--- config.mk ---
export PLATFORM = sky130hd
export DESIGN_NAME = cdnc_ser_path
export DESIGN_NICKNAME = d
export VERILOG_FILES = /design/src/rtl/cdnc_pkg.sv /design/src/rtl/cdnc_ser_path.sv
export SDC_FILE = /design/constraint.sdc
export NUM_CORES = 2
export LEC_CHECK = 0
export BUFFER_PORTS_ARGS = -buffer_cell sky130_fd_sc_hd__buf_2
export CAP_MARGIN = 20
export CORE_ASPECT_RATIO = 1.1
export CORE_UTILIZATION = 60
export CTS_CLUSTER_SIZE = 28
export DETAILED_ROUTE_END_ITERATION = 10
export PLACE_DENSITY = 0.84
export SYNTH_ARGS = -nofsm -noshare
export SYNTH_HDL_FRONTEND = slang
export SYNTH_SLANG_ARGS = --single-unit
--- constraint.sdc ---
create_clock -name clk -period 11.6 [get_ports clk]
set_input_delay 1.16 -clock clk [delete_from_list [all_inputs] [get_ports clk]]
set_output_delay 1.16 -clock clk [all_outputs]
set_load 0.005 [all_outputs]
--- src/rtl/cdnc_pkg.sv ---
// Shared types, constants and calendar arithmetic for the calendar day number converter.
`timescale 1ns / 1ps

package cdnc_pkg;

	// Number of register stages from request to result.
	localparam int N_STAGES = 7;

	// Serial day of 31 Dec 65535, the last representable date.
	localparam logic [24:0] MAX_SERIAL = 25'd23936534;
	// Day count of 15 Oct 1582, the first Gregorian day, before the ten gap days are taken out.
	localparam logic [24:0] GAP_SERIAL = 25'd578114;
	localparam logic [24:0] GAP_DAYS   = 25'd10;
	localparam logic [15:0] GAP_YEAR   = 16'd1582;
	localparam logic [3:0]  GAP_MONTH  = 4'd10;
	localparam logic [4:0]  GAP_FIRST  = 5'd5;
	localparam logic [4:0]  GAP_LAST   = 5'd14;
	// Zero-based day of 1582 that follows 4 Oct once the gap is closed up.
	localparam logic [8:0]  GAP_DOY    = 9'd277;
	localparam logic [15:0] YEAR_MAX   = 16'd65535;

	// Century correction applies from this year onwards, counted from this base.
	localparam logic [16:0] GREG_FROM = 17'd1700;
	localparam logic [16:0] GREG_BASE = 17'd1600;

	// floor(2^32 / 365.2425), used for the first year estimate.
	localparam logic [23:0] YEAR_RECIP  = 24'd11759221;
	// ceil(2^27 / 3), exact for dividends below 2^25.
	localparam logic [25:0] THIRD_RECIP = 26'd44739243;
	// Bias that makes a signed quotient non-negative before dividing by three.
	localparam logic [24:0] DIV3_BIAS   = 25'd12582912;
	localparam logic [23:0] DIV3_BIAS_Q = 24'd4194304;
	// ceil(2^17 / 25), exact for dividends below 43690.
	localparam logic [12:0] DIV25_RECIP = 13'd5243;

	typedef enum logic [2:0] {
		OP_TO_SERIAL  = 3'd0,
		OP_TO_DATE    = 3'd1,
		OP_ADD_DAYS   = 3'd2,
		OP_ADD_MONTHS = 3'd3,
		OP_ADD_YEARS  = 3'd4
	} op_t;

	typedef enum logic [2:0] {
		ST_OK         = 3'd0,
		ST_BAD_MONTH  = 3'd1,
		ST_BAD_DAY    = 3'd2,
		ST_GAP        = 3'd3,
		ST_BAD_SERIAL = 3'd4,
		ST_BAD_YEAR   = 3'd5
	} status_t;

	typedef struct packed {
		logic [24:0] serial;
		logic [15:0] year;
		logic [3:0]  month;
		logic [4:0]  day;
		status_t     status;
	} result_t;

	// Quotient by 25 through a reciprocal multiply.
	function automatic logic [9:0] div25(input logic [13:0] z);
		logic [26:0] prod;
		prod = {13'd0, z} * {14'd0, DIV25_RECIP};
		return prod[26:17];
	endfunction

	// Leap year rule: Julian up to 1582, Gregorian after it.
	function automatic logic is_leap(input logic [15:0] y);
		logic [13:0] z4;
		logic [13:0] z16;
		logic [14:0] m4;
		logic [14:0] m16;
		logic        by4;
		logic        by100;
		logic        by400;
		z4    = y[15:2];
		z16   = {2'b00, y[15:4]};
		m4    = {5'd0, div25(z4)} * 15'd25;
		m16   = {5'd0, div25(z16)} * 15'd25;
		by4   = (y[1:0] == 2'b00);
		by100 = by4 && (m4 == {1'b0, z4});
		by400 = (y[3:0] == 4'd0) && (m16 == {1'b0, z16});
		if (y > GAP_YEAR)
			return by400 || (by4 && !by100);
		return by4;
	endfunction

	// Days before 1 Jan of year y, without the 1582 gap.
	function automatic logic [24:0] year_base(input logic [16:0] y);
		logic [16:0] p;
		logic [16:0] w;
		logic [25:0] b;
		p = y - 17'd1;
		w = p - GREG_BASE;
		b = {9'd0, y} * 26'd365 + 26'd1 + {11'd0, p[16:2]};
		if (p >= GREG_FROM)
			b = b - {16'd0, div25(w[15:2])} + {16'd0, div25({2'b00, w[15:4]})};
		if (y == 17'd0)
			b = 26'd0;
		return b[24:0];
	endfunction

	function automatic logic [4:0] month_len(input logic leap, input logic [3:0] m);
		logic [4:0] len;
		unique case (m)
			4'd2:                    len = leap ? 5'd29 : 5'd28;
			4'd4, 4'd6, 4'd9, 4'd11: len = 5'd30;
			default:                 len = 5'd31;
		endcase
		return len;
	endfunction

	// Days before the first of month m in a common year.
	function automatic logic [8:0] cum_days(input logic [3:0] m);
		logic [8:0] c;
		unique case (m)
			4'd2:    c = 9'd31;
			4'd3:    c = 9'd59;
			4'd4:    c = 9'd90;
			4'd5:    c = 9'd120;
			4'd6:    c = 9'd151;
			4'd7:    c = 9'd181;
			4'd8:    c = 9'd212;
			4'd9:    c = 9'd243;
			4'd10:   c = 9'd273;
			4'd11:   c = 9'd304;
			4'd12:   c = 9'd334;
			default: c = 9'd0;
		endcase
		return c;
	endfunction

endpackage

--- src/rtl/cdnc_ser_path.sv ---
// Serial day to date datapath: day addition, range check, year search and month split.
`timescale 1ns / 1ps

module cdnc_ser_path (
	input  logic                              clk,
	input  logic [cdnc_pkg::N_STAGES-1:0]     en,
	input  logic [2:0]                        operation,
	input  logic [24:0]                       serial_in,
	input  logic signed [24:0]                offset,
	output cdnc_pkg::result_t                 res
);

	// First day of a year from its base, with the gap taken out.
	function automatic logic [24:0] first_day(input logic [24:0] base);
		logic [24:0] f;
		f = base + 25'd1;
		if (f >= cdnc_pkg::GAP_SERIAL)
			f = f - cdnc_pkg::GAP_DAYS;
		return f;
	endfunction

	// Stage 1: target serial, with the day offset added for day arithmetic.
	logic signed [26:0] sum_s1;

	always_ff @(posedge clk) begin
		if (en[0]) begin
			if (operation == cdnc_pkg::OP_ADD_DAYS)
				sum_s1 <= $signed({2'b00, serial_in}) + 27'(offset);
			else
				sum_s1 <= $signed({2'b00, serial_in});
		end
	end

	// Stage 2: range check and a year estimate by reciprocal multiply.
	logic [48:0] yprod;
	logic        bad_s2;
	logic [24:0] s_s2;
	logic [16:0] e_s2;

	assign yprod = {24'd0, sum_s1[24:0]} * {25'd0, cdnc_pkg::YEAR_RECIP};

	always_ff @(posedge clk) begin
		if (en[1]) begin
			bad_s2 <= (sum_s1 < 27'sd1) || (sum_s1 > $signed({2'b00, cdnc_pkg::MAX_SERIAL}));
			s_s2   <= sum_s1[24:0];
			e_s2   <= yprod[48:32];
		end
	end

	// Stage 3: year bases of the estimate and its two neighbours.
	logic [16:0] cand_m;
	logic [16:0] cand_p;
	logic [24:0] base_m_s3;
	logic [24:0] base_e_s3;
	logic [24:0] base_p_s3;
	logic [16:0] e_s3;
	logic [24:0] s_s3;
	logic        bad_s3;

	assign cand_m = (e_s2 == 17'd0) ? 17'd0 : e_s2 - 17'd1;
	assign cand_p = e_s2 + 17'd1;

	always_ff @(posedge clk) begin
		if (en[2]) begin
			base_m_s3 <= cdnc_pkg::year_base(cand_m);
			base_e_s3 <= cdnc_pkg::year_base(e_s2);
			base_p_s3 <= cdnc_pkg::year_base(cand_p);
			e_s3      <= e_s2;
			s_s3      <= s_s2;
			bad_s3    <= bad_s2;
		end
	end

	// Stage 4: pick the last candidate year that starts on or before the serial.
	logic signed [26:0] dm;
	logic signed [26:0] de;
	logic signed [26:0] dp;
	logic [16:0]        year_c;
	logic [8:0]         doy_c;
	logic [15:0]        year_s4;
	logic [8:0]         doy_s4;
	logic [24:0]        s_s4;
	logic               bad_s4;

	assign dm = $signed({2'b00, s_s3}) - $signed({2'b00, first_day(base_m_s3)});
	assign de = $signed({2'b00, s_s3}) - $signed({2'b00, first_day(base_e_s3)});
	assign dp = $signed({2'b00, s_s3}) - $signed({2'b00, first_day(base_p_s3)});

	always_comb begin
		priority if (!dp[26]) begin
			year_c = e_s3 + 17'd1;
			doy_c  = dp[8:0];
		end else if (!de[26]) begin
			year_c = e_s3;
			doy_c  = de[8:0];
		end else begin
			year_c = (e_s3 == 17'd0) ? 17'd0 : e_s3 - 17'd1;
			doy_c  = dm[8:0];
		end
	end

	always_ff @(posedge clk) begin
		if (en[3]) begin
			year_s4 <= year_c[15:0];
			doy_s4  <= doy_c;
			s_s4    <= s_s3;
			bad_s4  <= bad_s3;
		end
	end

	// Stage 5: leap flag of the year and reopening of the 1582 gap.
	logic [15:0] year_s5;
	logic [8:0]  doy_s5;
	logic        leap_s5;
	logic [24:0] s_s5;
	logic        bad_s5;

	always_ff @(posedge clk) begin
		if (en[4]) begin
			year_s5 <= year_s4;
			leap_s5 <= cdnc_pkg::is_leap(year_s4);
			if (year_s4 == cdnc_pkg::GAP_YEAR && doy_s4 >= cdnc_pkg::GAP_DOY)
				doy_s5 <= doy_s4 + cdnc_pkg::GAP_DAYS[8:0];
			else
				doy_s5 <= doy_s4;
			s_s5   <= s_s4;
			bad_s5 <= bad_s4;
		end
	end

	// Stage 6: month search over the cumulative month table.
	logic [3:0]  mo_c;
	logic [8:0]  start_c;
	logic [3:0]  mo_s6;
	logic [8:0]  start_s6;
	logic [8:0]  doy_s6;
	logic [15:0] year_s6;
	logic [24:0] s_s6;
	logic        bad_s6;

	always_comb begin
		logic [8:0] cl;
		mo_c    = 4'd1;
		start_c = 9'd0;
		for (int k = 2; k <= 12; k++) begin
			cl = cdnc_pkg::cum_days(4'(k)) + ((leap_s5 && k > 2) ? 9'd1 : 9'd0);
			if (cl <= doy_s5) begin
				mo_c    = 4'(k);
				start_c = cl;
			end
		end
	end

	always_ff @(posedge clk) begin
		if (en[5]) begin
			mo_s6    <= mo_c;
			start_s6 <= start_c;
			doy_s6   <= doy_s5;
			year_s6  <= year_s5;
			s_s6     <= s_s5;
			bad_s6   <= bad_s5;
		end
	end

	// Stage 7: day of month and the final result.
	logic [8:0] day_c;

	assign day_c = doy_s6 - start_s6 + 9'd1;

	always_ff @(posedge clk) begin
		if (en[6]) begin
			if (bad_s6) begin
				res.serial <= '0;
				res.year   <= '0;
				res.month  <= '0;
				res.day    <= '0;
				res.status <= cdnc_pkg::ST_BAD_SERIAL;
			end else begin
				res.serial <= s_s6;
				res.year   <= year_s6;
				res.month  <= mo_s6;
				res.day    <= day_c[4:0];
				res.status <= cdnc_pkg::ST_OK;
			end
		end
	end

endmodule

==> results_dict.tcl <==
set metrics [dict create \
    die_x_um 335.2 \
    maxCapViolations 0 \
    slew_headroom 0.2913 \
    clock-root-buffer "clkbuf_16" \
    fmax_ghz 0.08938 \
    layout_common_cells "inv_1 (1721), ha_1 (1388), fa_1 (936), edfxtp_1 (398), nor2_1 (370)" \
    rsz0062_at_grt "yes" \
    core-area_sq_um 121200 \
    slowest_stage "edfxtp_1" \
    maxSlewViolCount 0 \
    period_needed_ps 11190 \
    place_congestion 0.9837 \
    ant_nets 0 \
    dieHeight_um 368.6 \
    cts_sinks 398 \
    synth_edf_count 398 \
    portBuffers 111 \
    finalHoldViolCount 0 \
    grt_max_degree 77 \
    num_rows 134 \
    insertion_delay_ps 620 \
    overflow 0 \
    crit_fanout 12 \
    cts_buffers 44 \
    dieArea_sq_um 123600 \
    path_class "register to register" \
    post_route_cells_drive_above_1_share 0.06138 \
    critPathBufInv 8 \
    track_usage 0.2987 \
    synth_seq_cells 398 \
    cts_tree "yes" \
    cts_max_level 2 \
    syn_inst 7477 \
    critPathLaunchType "register" \
    clockBufferDepth 3 \
    grt_pass1_vias 56554 \
    drt-initial-drc-count 3779 \
    grt_pass1_wl_mm 291.9 \
    worstMarginPinSlew_ps 1063 \
    placed_area_sq_um 76840 \
    first_pass_iters 6 \
    status "complete, no violations" \
    antenna_cells_inserted 0 \
    setup_viol 0 \
    hp-class "register to register" \
    crit_arrival_ps 11520 \
    place_ws_ps 22.63 \
    cp_top_family "adder cells" \
    r2r_cells 46 \
    routed_wl_mm 179.8 \
    yosysSeqAreaShare 0.1631 \
    dp_hpwl_mm 154.5 \
    layout_commonest_cell "inv_1" \
    ios 114 \
    drc 0 \
    endpoint_kind "register" \
    syn-cell-area_sq_um 73300 \
    crit_required_ps 11930 \
    netlist-cell-type-count 102 \
    fin_crit_sh 0.9645 \
    setup_slack_ps 412.1 \
    async_flop_share 0 \
    start_util 0.6047 \
    skew_ps 41.20 \
    num_vias 53376 \
    fin_nets 10107 \
    grt_antenna_before_repair 0 \
    synth_warnings 0 \
    wl_per_cell_um 19.15 \
    synth_ff_type "edfxtp_1" \
    via_per_inst 5.686 \
    whs_path_depth 0 \
    final_util 0.6487 \
    areaGrowthSynthToFinish_pct 7.277 \
    path_clk_slew_ps 70 \
    slowest_delay_ps 670 \
    timing.setup.tns_ps 0 \
    finalInstanceArea_sq_um 78630 \
    avgSynthCellArea_sq_um 9.803 \
    ctsHoldBuffers 0 \
    cp.depth 46 \
]
## worst paths after layout
path	endpoint	slack (ps)	start
worst max-delay path	base_m_s3[24]	410	e_s2[10]
worst min-delay path	s_s3[18]	410	s_s2[18]
worst max register to register	base_m_s3[24]	410	e_s2[10]
worst min register to register	s_s3[18]	410	s_s2[18]
## metal layers
layer	wire length, um	track usage
met1	72370	0.3734
met2	89330	0.5234
met3	10400	0.03846
met4	7665	0.1149
met5	0	0
## metrics by stage
step / hold slack [ps] / instances
5_1_grt: 419.6 / 9387
2_1_floorplan: 400.3 / 7478
4_1_cts: 411.4 / 9378
3_5_place_dp: 404.5 / 9298
3_3_place_gp: 401.2 / 9298
6_report: 413.0 / 9387
## synthesized netlist by cell type (10+ instances only)
cell / number / area share
ha_1: 1389 / 0.24
o22ai_1: 13 / 0.0011
o21ai_0: 210 / 0.014
xor2_1: 168 / 0.020
buf_2: 18 / 0.0012
nor2b_1: 107 / 0.0091
nor3_1: 105 / 0.0072
edfxtp_1: 398 / 0.16
a211oi_1: 28 / 0.0029
o21bai_1: 32 / 0.0033
o31a_1: 18 / 0.0022
a31oi_1: 44 / 0.0038
o31ai_1: 17 / 0.0017
o2111ai_1: 11 / 0.0013
nand2_1: 270 / 0.014
a21o_1: 136 / 0.014
clkbuf_1: 66 / 0.0034
a21boi_0: 15 / 0.0015
a311oi_1: 12 / 0.0014
or3_1: 44 / 0.0038
nand3_1: 113 / 0.0077
o21a_1: 50 / 0.0051
mux2i_1: 27 / 0.0037
and2_1: 25 / 0.0021
or2_2: 18 / 0.0015
nor4_1: 30 / 0.0026
inv_1: 1722 / 0.088
fa_1: 936 / 0.26
nand2b_1: 43 / 0.0037
nand4_1: 69 / 0.0059
a211o_1: 11 / 0.0013
and4_1: 15 / 0.0018
xnor2_1: 329 / 0.039
a21oi_1: 317 / 0.022
nor2_1: 371 / 0.019
o211ai_1: 25 / 0.0026
nand3b_1: 10 / 0.0010
or4_1: 10 / 0.0010
and3_1: 53 / 0.0045
## logic make-up (layout without fill, tap and decap cells)
kind of cell,after synthesis,after routing,synth area share
AND/OR/NAND/NOR,1338,1338,0.09187
buffers and inverters,1828,2105,0.09474
multiplexers,35,35,0.004916
flip-flops,398,398,0.1631
other,1,2,0.00005116
adder cells (fa/ha/maj),2325,2325,0.4928
XOR/XNOR,502,502,0.06065
AO/OA/AOI/OAI,1050,1050,0.09194
## registers in the layout, summed over array words and instances, names as in the netlist, 9 cells and up
signal / count
base_m_s3: 25
e_s2: 17
s_s5: 25
res: 51
doy_s4: 9
s_s2: 25
base_e_s3: 25
e_s3: 17
s_s4: 25
year_s5: 16
s_s3: 25
sum_s1: 27
base_p_s3: 25
doy_s5: 9
s_s6: 25
year_s6: 16
year_s4: 16
## what timing repair did
action,in CTS,in global routing
pin swaps,0,10
endpoints found under the setup margin,3,30
cloned,0,0
resized for setup,1,49
setup buffers,0,8
## cell type report
type / instances / area, sq um
flip-flops and latches: 398 / 11950
clock inverters: 32 / 367.9
fillers: 9393 / 42590
inverters: 1727 / 6486
clock buffers: 48 / 1116
repair buffers: 298 / 2019
well taps: 1632 / 2042
multi-input cells: 5252 / 54650
Power is left out: the tool's default activity adds up to more than one toggle a clock period on the data nets, which glitch-free logic cannot reach.
