File: src/rtl/cdnc_pkg.sv
// Shared types, constants and calendar arithmetic for the calendar day number converter.
`timescale 1ns / 1ps

package cdnc_pkg;

	// Number of register stages from request to result.
	localparam int N_STAGES = 7;

	// Serial day of 31 Dec 65535, the last representable date.
	localparam logic [24:0] MAX_SERIAL = 25'd23936534;
	// Day count of 15 Oct 1582, the first Gregorian day, before the ten gap days are taken out.
	localparam logic [24:0] GAP_SERIAL = 25'd578114;
	localparam logic [24:0] GAP_DAYS   = 25'd10;
	localparam logic [15:0] GAP_YEAR   = 16'd1582;
	localparam logic [3:0]  GAP_MONTH  = 4'd10;
	localparam logic [4:0]  GAP_FIRST  = 5'd5;
	localparam logic [4:0]  GAP_LAST   = 5'd14;
	// Zero-based day of 1582 that follows 4 Oct once the gap is closed up.
	localparam logic [8:0]  GAP_DOY    = 9'd277;
	localparam logic [15:0] YEAR_MAX   = 16'd65535;

	// Century correction applies from this year onwards, counted from this base.
	localparam logic [16:0] GREG_FROM = 17'd1700;
	localparam logic [16:0] GREG_BASE = 17'd1600;

	// floor(2^32 / 365.2425), used for the first year estimate.
	localparam logic [23:0] YEAR_RECIP  = 24'd11759221;
	// ceil(2^27 / 3), exact for dividends below 2^25.
	localparam logic [25:0] THIRD_RECIP = 26'd44739243;
	// Bias that makes a signed quotient non-negative before dividing by three.
	localparam logic [24:0] DIV3_BIAS   = 25'd12582912;
	localparam logic [23:0] DIV3_BIAS_Q = 24'd4194304;
	// ceil(2^17 / 25), exact for dividends below 43690.
	localparam logic [12:0] DIV25_RECIP = 13'd5243;

	typedef enum logic [2:0] {
		OP_TO_SERIAL  = 3'd0,
		OP_TO_DATE    = 3'd1,
		OP_ADD_DAYS   = 3'd2,
		OP_ADD_MONTHS = 3'd3,
		OP_ADD_YEARS  = 3'd4
	} op_t;

	typedef enum logic [2:0] {
		ST_OK         = 3'd0,
		ST_BAD_MONTH  = 3'd1,
		ST_BAD_DAY    = 3'd2,
		ST_GAP        = 3'd3,
		ST_BAD_SERIAL = 3'd4,
		ST_BAD_YEAR   = 3'd5
	} status_t;

	typedef struct packed {
		logic [24:0] serial;
		logic [15:0] year;
		logic [3:0]  month;
		logic [4:0]  day;
		status_t     status;
	} result_t;

	// Quotient by 25 through a reciprocal multiply.
	function automatic logic [9:0] div25(input logic [13:0] z);
		logic [26:0] prod;
		prod = {13'd0, z} * {14'd0, DIV25_RECIP};
		return prod[26:17];
	endfunction

	// Leap year rule: Julian up to 1582, Gregorian after it.
	function automatic logic is_leap(input logic [15:0] y);
		logic [13:0] z4;
		logic [13:0] z16;
		logic [14:0] m4;
		logic [14:0] m16;
		logic        by4;
		logic        by100;
		logic        by400;
		z4    = y[15:2];
		z16   = {2'b00, y[15:4]};
		m4    = {5'd0, div25(z4)} * 15'd25;
		m16   = {5'd0, div25(z16)} * 15'd25;
		by4   = (y[1:0] == 2'b00);
		by100 = by4 && (m4 == {1'b0, z4});
		by400 = (y[3:0] == 4'd0) && (m16 == {1'b0, z16});
		if (y > GAP_YEAR)
			return by400 || (by4 && !by100);
		return by4;
	endfunction

	// Days before 1 Jan of year y, without the 1582 gap.
	function automatic logic [24:0] year_base(input logic [16:0] y);
		logic [16:0] p;
		logic [16:0] w;
		logic [25:0] b;
		p = y - 17'd1;
		w = p - GREG_BASE;
		b = {9'd0, y} * 26'd365 + 26'd1 + {11'd0, p[16:2]};
		if (p >= GREG_FROM)
			b = b - {16'd0, div25(w[15:2])} + {16'd0, div25({2'b00, w[15:4]})};
		if (y == 17'd0)
			b = 26'd0;
		return b[24:0];
	endfunction

	function automatic logic [4:0] month_len(input logic leap, input logic [3:0] m);
		logic [4:0] len;
		unique case (m)
			4'd2:                    len = leap ? 5'd29 : 5'd28;
			4'd4, 4'd6, 4'd9, 4'd11: len = 5'd30;
			default:                 len = 5'd31;
		endcase
		return len;
	endfunction

	// Days before the first of month m in a common year.
	function automatic logic [8:0] cum_days(input logic [3:0] m);
		logic [8:0] c;
		unique case (m)
			4'd2:    c = 9'd31;
			4'd3:    c = 9'd59;
			4'd4:    c = 9'd90;
			4'd5:    c = 9'd120;
			4'd6:    c = 9'd151;
			4'd7:    c = 9'd181;
			4'd8:    c = 9'd212;
			4'd9:    c = 9'd243;
			4'd10:   c = 9'd273;
			4'd11:   c = 9'd304;
			4'd12:   c = 9'd334;
			default: c = 9'd0;
		endcase
		return c;
	endfunction

endpackage

File: src/rtl/cdnc_date_path.sv
// Date datapath: date checks, month and year carry, and date to serial day.
`timescale 1ns / 1ps

module cdnc_date_path (
	input  logic                              clk,
	input  logic [cdnc_pkg::N_STAGES-1:0]     en,
	input  logic [2:0]                        operation,
	input  logic [15:0]                       year_in,
	input  logic [3:0]                        month_in,
	input  logic [4:0]                        day_in,
	input  logic                              last_of_month,
	input  logic signed [24:0]                offset,
	output cdnc_pkg::result_t                 res
);

	// Stage 1: month index plus offset, its quarter biased for division by three.
	logic signed [25:0] t_c;
	logic signed [23:0] u_c;
	logic [2:0]         op_s1;
	logic [15:0]        y_s1;
	logic [3:0]         m_s1;
	logic [4:0]         d_s1;
	logic               last_s1;
	logic signed [24:0] off_s1;
	logic signed [25:0] t_s1;
	logic [24:0]        v_s1;
	logic               leap_s1;

	assign t_c = $signed({22'd0, month_in}) - 26'sd1 + 26'(offset);
	assign u_c = t_c[25:2];

	always_ff @(posedge clk) begin
		if (en[0]) begin
			op_s1   <= operation;
			y_s1    <= year_in;
			m_s1    <= month_in;
			d_s1    <= day_in;
			last_s1 <= last_of_month;
			off_s1  <= offset;
			t_s1    <= t_c;
			v_s1    <= 25'(u_c) + cdnc_pkg::DIV3_BIAS;
			leap_s1 <= cdnc_pkg::is_leap(year_in);
		end
	end

	// Stage 2: floor quotient of the month index by twelve, and the input date check.
	logic [50:0]        qprod;
	logic [23:0]        qd;
	logic [4:0]         len1;
	logic [4:0]         dres1;
	cdnc_pkg::status_t  st1_c;
	logic [2:0]         op_s2;
	logic [15:0]        y_s2;
	logic [3:0]         m_s2;
	logic [4:0]         d_s2;
	logic               last_s2;
	logic signed [24:0] off_s2;
	logic signed [25:0] t_s2;
	logic signed [23:0] q_s2;
	cdnc_pkg::status_t  st_s2;

	assign qprod = {26'd0, v_s1} * {25'd0, cdnc_pkg::THIRD_RECIP};
	assign qd    = qprod[50:27];
	assign len1  = cdnc_pkg::month_len(leap_s1, m_s1);
	assign dres1 = last_s1 ? len1 : d_s1;

	always_comb begin
		priority if (m_s1 < 4'd1 || m_s1 > 4'd12)
			st1_c = cdnc_pkg::ST_BAD_MONTH;
		else if (dres1 == 5'd0 || dres1 > len1)
			st1_c = cdnc_pkg::ST_BAD_DAY;
		else if (y_s1 == cdnc_pkg::GAP_YEAR && m_s1 == cdnc_pkg::GAP_MONTH &&
				dres1 >= cdnc_pkg::GAP_FIRST && dres1 <= cdnc_pkg::GAP_LAST)
			st1_c = cdnc_pkg::ST_GAP;
		else
			st1_c = cdnc_pkg::ST_OK;
	end

	always_ff @(posedge clk) begin
		if (en[1]) begin
			op_s2   <= op_s1;
			y_s2    <= y_s1;
			m_s2    <= m_s1;
			d_s2    <= d_s1;
			last_s2 <= last_s1;
			off_s2  <= off_s1;
			t_s2    <= t_s1;
			q_s2    <= $signed(qd - cdnc_pkg::DIV3_BIAS_Q);
			st_s2   <= st1_c;
		end
	end

	// Stage 3: new month and year, and the year range check.
	logic signed [25:0] q26;
	logic signed [25:0] rem_c;
	logic signed [26:0] ny_c;
	logic               is_months;
	logic               is_years;
	logic [15:0]        ny_s3;
	logic [3:0]         nm_s3;
	logic [4:0]         d_s3;
	logic               last_s3;
	cdnc_pkg::status_t  st_s3;

	assign is_months = (op_s2 == cdnc_pkg::OP_ADD_MONTHS);
	assign is_years  = (op_s2 == cdnc_pkg::OP_ADD_YEARS);
	assign q26       = 26'(q_s2);
	assign rem_c     = t_s2 - (q26 <<< 3) - (q26 <<< 2);

	always_comb begin
		if (is_months)
			ny_c = $signed({11'd0, y_s2}) + 27'(q_s2);
		else if (is_years)
			ny_c = $signed({11'd0, y_s2}) + 27'(off_s2);
		else
			ny_c = $signed({11'd0, y_s2});
	end

	always_ff @(posedge clk) begin
		if (en[2]) begin
			ny_s3   <= ny_c[15:0];
			nm_s3   <= is_months ? rem_c[3:0] + 4'd1 : m_s2;
			d_s3    <= d_s2;
			last_s3 <= last_s2;
			if (st_s2 != cdnc_pkg::ST_OK)
				st_s3 <= st_s2;
			else if ((is_months || is_years) &&
					(ny_c < 27'sd0 || ny_c > $signed({11'd0, cdnc_pkg::YEAR_MAX})))
				st_s3 <= cdnc_pkg::ST_BAD_YEAR;
			else
				st_s3 <= cdnc_pkg::ST_OK;
		end
	end

	// Stage 4: leap flag and day base of the resulting year.
	logic              leap_s4;
	logic [24:0]       base_s4;
	logic [15:0]       ny_s4;
	logic [3:0]        nm_s4;
	logic [4:0]        d_s4;
	logic              last_s4;
	cdnc_pkg::status_t st_s4;

	always_ff @(posedge clk) begin
		if (en[3]) begin
			leap_s4 <= cdnc_pkg::is_leap(ny_s3);
			base_s4 <= cdnc_pkg::year_base({1'b0, ny_s3});
			ny_s4   <= ny_s3;
			nm_s4   <= nm_s3;
			d_s4    <= d_s3;
			last_s4 <= last_s3;
			st_s4   <= st_s3;
		end
	end

	// Stage 5: check of the moved date and its serial before the gap.
	logic [4:0]        len2;
	logic [4:0]        dres2;
	logic [24:0]       sum_s5;
	logic [15:0]       ny_s5;
	logic [3:0]        nm_s5;
	logic [4:0]        dres_s5;
	cdnc_pkg::status_t st_s5;

	assign len2  = cdnc_pkg::month_len(leap_s4, nm_s4);
	assign dres2 = last_s4 ? len2 : d_s4;

	always_ff @(posedge clk) begin
		if (en[4]) begin
			sum_s5  <= base_s4 + {16'd0, cdnc_pkg::cum_days(nm_s4)}
				+ {24'd0, (leap_s4 && nm_s4 > 4'd2)} + {20'd0, dres2};
			ny_s5   <= ny_s4;
			nm_s5   <= nm_s4;
			dres_s5 <= dres2;
			priority if (st_s4 != cdnc_pkg::ST_OK)
				st_s5 <= st_s4;
			else if (dres2 == 5'd0 || dres2 > len2)
				st_s5 <= cdnc_pkg::ST_BAD_DAY;
			else if (ny_s4 == cdnc_pkg::GAP_YEAR && nm_s4 == cdnc_pkg::GAP_MONTH &&
					dres2 >= cdnc_pkg::GAP_FIRST && dres2 <= cdnc_pkg::GAP_LAST)
				st_s5 <= cdnc_pkg::ST_GAP;
			else
				st_s5 <= cdnc_pkg::ST_OK;
		end
	end

	// Stage 6: remove the ten skipped days after the calendar switch.
	logic [24:0]       ser_s6;
	logic [15:0]       ny_s6;
	logic [3:0]        nm_s6;
	logic [4:0]        dres_s6;
	cdnc_pkg::status_t st_s6;

	always_ff @(posedge clk) begin
		if (en[5]) begin
			if (sum_s5 >= cdnc_pkg::GAP_SERIAL)
				ser_s6 <= sum_s5 - cdnc_pkg::GAP_DAYS;
			else
				ser_s6 <= sum_s5;
			ny_s6   <= ny_s5;
			nm_s6   <= nm_s5;
			dres_s6 <= dres_s5;
			st_s6   <= st_s5;
		end
	end

	// Stage 7: final result, cleared when a check failed.
	always_ff @(posedge clk) begin
		if (en[6]) begin
			res.status <= st_s6;
			if (st_s6 != cdnc_pkg::ST_OK) begin
				res.serial <= '0;
				res.year   <= '0;
				res.month  <= '0;
				res.day    <= '0;
			end else begin
				res.serial <= ser_s6;
				res.year   <= ny_s6;
				res.month  <= nm_s6;
				res.day    <= dres_s6;
			end
		end
	end

endmodule

File: config.mk
export PLATFORM = sky130hd
export DESIGN_NAME = cdnc_date_path
export DESIGN_NICKNAME = d
export VERILOG_FILES = /design/src/rtl/cdnc_pkg.sv /design/src/rtl/cdnc_date_path.sv
export SDC_FILE = /design/constraint.sdc
export NUM_CORES = 2
export LEC_CHECK = 0
export BUFFER_PORTS_ARGS = -buffer_cell sky130_fd_sc_hd__buf_2
export CAP_MARGIN = 15
export CORE_MARGIN = 2
export CORE_UTILIZATION = 53
export CTS_BUF_LIST = sky130_fd_sc_hd__clkbuf_4 sky130_fd_sc_hd__clkbuf_8 sky130_fd_sc_hd__clkbuf_16
export CTS_CLUSTER_SIZE = 25
export DETAILED_ROUTE_END_ITERATION = 10
export PLACE_DENSITY_LB_ADDON = 0.25
export SLEW_MARGIN = 5
export SYNTH_ARGS = -nofsm -noshare
export SYNTH_HDL_FRONTEND = slang
export SYNTH_SLANG_ARGS = --single-unit
export TNS_END_PERCENT = 5
File: constraint.sdc
create_clock -name clk -period 9.75 [get_ports clk]
set_clock_uncertainty 0.15 [all_clocks]
set_input_delay 1.95 -clock clk [delete_from_list [all_inputs] [get_ports clk]]
set_output_delay 1.95 -clock clk [all_outputs]
set_load 0.02 [all_outputs]
==> out/results.txt <==
layout cell share with drive strength beyond 1: 11.3%
DR vias: 34864
GRT overflow: 0
FF-to-FF setup slack: -10 ps
CP Launch Type: register
Top FF cell, synth: edfxtp_1
Arrival @ worst endpoint: 9970 ps
num rows: 114
Async SR Flop Fraction: 0%
DRC viols: 0
Finished Layout Cells: 6522
# port buffers: 114
total track usage: 24.4%
CTS tree: done
Worst path max stage delay: 530 ps
yosys warns: 0
fin. max-slew vios: 0
initial antenna violation count: 6
maxcap violations: 0
core footprint: 96900 um^2
worst setup path endpoint: base_s4[24]
first-pass GRT wire length: 192000 um
CP Launch Point: ny_s3[3]
Slew headroom: 30.7%
violated checks: negative setup slack
fin crit share: 100%
die width: 317 um
reg2reg end: base_s4[24]
CP Class: reg -> reg
Avg Cell Area, Syn: 10.8 um^2
reg2reg start: ny_s3[3]
synthesis-stage register bit count: 418
Post-Synthesis Cells: 4819
Post-DRT Antenna Nets: 0
vias in the first global route: 36808
Root Driver: clkbuf_16
CP max stage cell: fa_1
Fmax: 102 MHz
vias per cell: 5.35
Layout area overhead: 12.3%
hold-fix buffers at CTS: 0
Tmin final: 9760 ps
Crit path top cell by count: fa_1
Routed WL: 119000 um
CTS Buf Count: 47
Crit. End Element: register
Worst Max-Slew Pin Slew: 1040 ps
H-tree depth: 2
Worst-path clk slew: 60 ps
Mapped Nets: 6469
gpl congestion: 0.954
Clock Latency Late Sink: 620 ps
RSZ-0062 raised after global routing: yes
Sink Count: 418
post-synth top area share: 24.4%
synth top area cells: ha_1 24%, edfxtp_1 24%, fa_1 22%, inv_1 7.7%, xnor2_1 3.6%
final setup violation count: 1
Placed Instances: 6414
Initial Util: 53.6%
die area: 101000 um^2
DR WL/cell: 18.2 um
fin worst setup slack: -14.2 ps
register area share after synthesis: 24.0%
hold violation count in the final report: 0
clk buf depth: 3
R2R depth: 41
drt pass-1 iters: 5
Starting DRT DRC Count: 1642
Crit path required time: 9960 ps
die height: 317 um
Cell Area, Synth: 51900 um^2
outcome: complete, but fails checks
Final #Nets: 6856
Worst Path Max Fanout: 5
Post-synth EDFFs: 409
HP Class: reg -> reg
post-synth cell types: 97
post-synth top area cell: ha_1
HPWL Detailed: 101000 um
I/O Pins: 115
largest net degree at the start of global routing: 65
[cell type report]
cell class	count	area [um^2]
Multi-Input combinational cell	3306	36100
Inverter	1068	4020
Timing Repair Buffer	365	2530
Antenna cell	3	7.51
Fill cell	7953	38500
Tap cell	1276	1600
Clock inverter	32	443
Sequential cell	418	12500
Clock buffer	54	1230
[worst min-delay path by stage]
stage                            to  slack (ps)      start  depth (start not counted)
after global routing        t_s2[1]         210    t_s1[1]                          0
after detailed placement  ny_s6[12]         250  ny_s5[12]                          0
after CTS                   t_s2[1]         200    t_s1[1]                          0
final                       t_s2[1]         210    t_s1[1]                          0
after global placement      last_s3         250    last_s2                          0
after floorplan             d_s3[0]         250    d_s2[0]                          0
[stage by stage]
stage	util (%)	setup WS [ps]	TNS (ps)	hold WS, ps	instance area [um^2]
2_1_floorplan	-	0.560	0	250	52100
3_3_place_gp	57.8	-403	-1210	251	56000
3_5_place_dp	57.8	-438	-2550	255	56000
4_1_cts	59.6	-16.3	-16.3	200	57800
5_1_grt	60.2	-528	-4560	214	58300
6_report	60.2	-14.2	-14.2	212	58300
[kinds of logic (layout without fill, tap and decap cells)]
family,after synthesis,after routing,synth area share [%]
XOR/XNOR,326,326,5.62
flip-flops,418,418,24.0
adder cells (fa/ha/maj),1588,1588,46.6
AO/OA/AOI/OAI,671,671,8.52
AND/OR/NAND/NOR,694,694,6.82
buffers and inverters,1095,1519,7.94
other,0,3,0
multiplexers,27,27,0.528
[sequential cells by signal, indices dropped and copies added, names as in the netlist, 5 cells and up, named ones only]
signal / flops
base_s4: 25
d_s1: 5
d_s2: 5
d_s3: 5
d_s4: 5
dres_s5: 5
dres_s6: 5
ny_s3: 16
ny_s4: 16
ny_s5: 16
ny_s6: 16
off_s1: 25
off_s2: 25
q_s2: 24
res: 53
ser_s6: 25
sum_s5: 25
v_s1: 24
y_s1: 16
y_s2: 16
[metal layers]
metal | vias up | share of wire [%] | global-route usage [%]
met4 | 6 | 2.6 | 6.27
met5 | - | 0.032 | 0
li1 | 16929 | - | -
met3 | 167 | 3.9 | 2.58
met1 | 17122 | 43 | 31.2
met2 | 640 | 51 | 44.0
[cell usage in the layout (no fill, tap or decap), drive strengths merged, types with 65 or more instances in the layout]
master  Yosys  layout
a21o       83      83
a21oi     187     187
buf         4     365
edfxtp    409     409
fa        576     576
ha       1012    1012
inv      1068    1074
nand2     152     152
nor2      166     166
nor3       65      65
o21ai     133     133
xnor2     220     220
xor2      105     105
[worst max-delay path, delay by kind of cell, from the launching register on]
kind | cells | cell delay, ps
compound gates | 16 | 3240
xor+xnor | 3 | 630
fa+ha+maj | 8 | 3240
buf+inv | 8 | 840
flops | 1 | 390
simple gates | 6 | 1020
[cell usage after synthesis (6+ instances only)]
library cell  number
inv_1           1065
ha_1            1012
fa_1             576
edfxtp_1         409
xnor2_1          215
a21oi_1          186
nor2_1           166
nand2_1          151
o21ai_0          106
xor2_1           105
a21o_1            83
nor3_1            62
and2_1            59
nand3_1           46
o21a_1            36
nor2b_1           31
nand4_1           30
a211oi_1          27
o21ai_1           27
o21bai_1          26
mux2i_1           24
nand2b_1          24
and3_1            23
clkbuf_1          23
nor4_1            21
or3_1             21
a31oi_1           18
o211ai_1          18
o22ai_1           16
o31ai_1           16
or2_2             12
a21boi_0           9
dfxtp_1            9
a211o_1            7
a31o_2             7
a41oi_1            6
and4_1             6
nand4b_1           6
nor3b_1            6
o31a_1             6
[what timing repair did]
action / in CTS / in global routing
resized for setup: 18 / 89
buffers inserted: 7 / 11
pin swaps: 14 / 71
endpoints found under the setup margin: 11 / 20
Power is left out: the tool's default activity adds up to more than one toggle a clock period on the data nets, which glitch-free logic cannot reach.
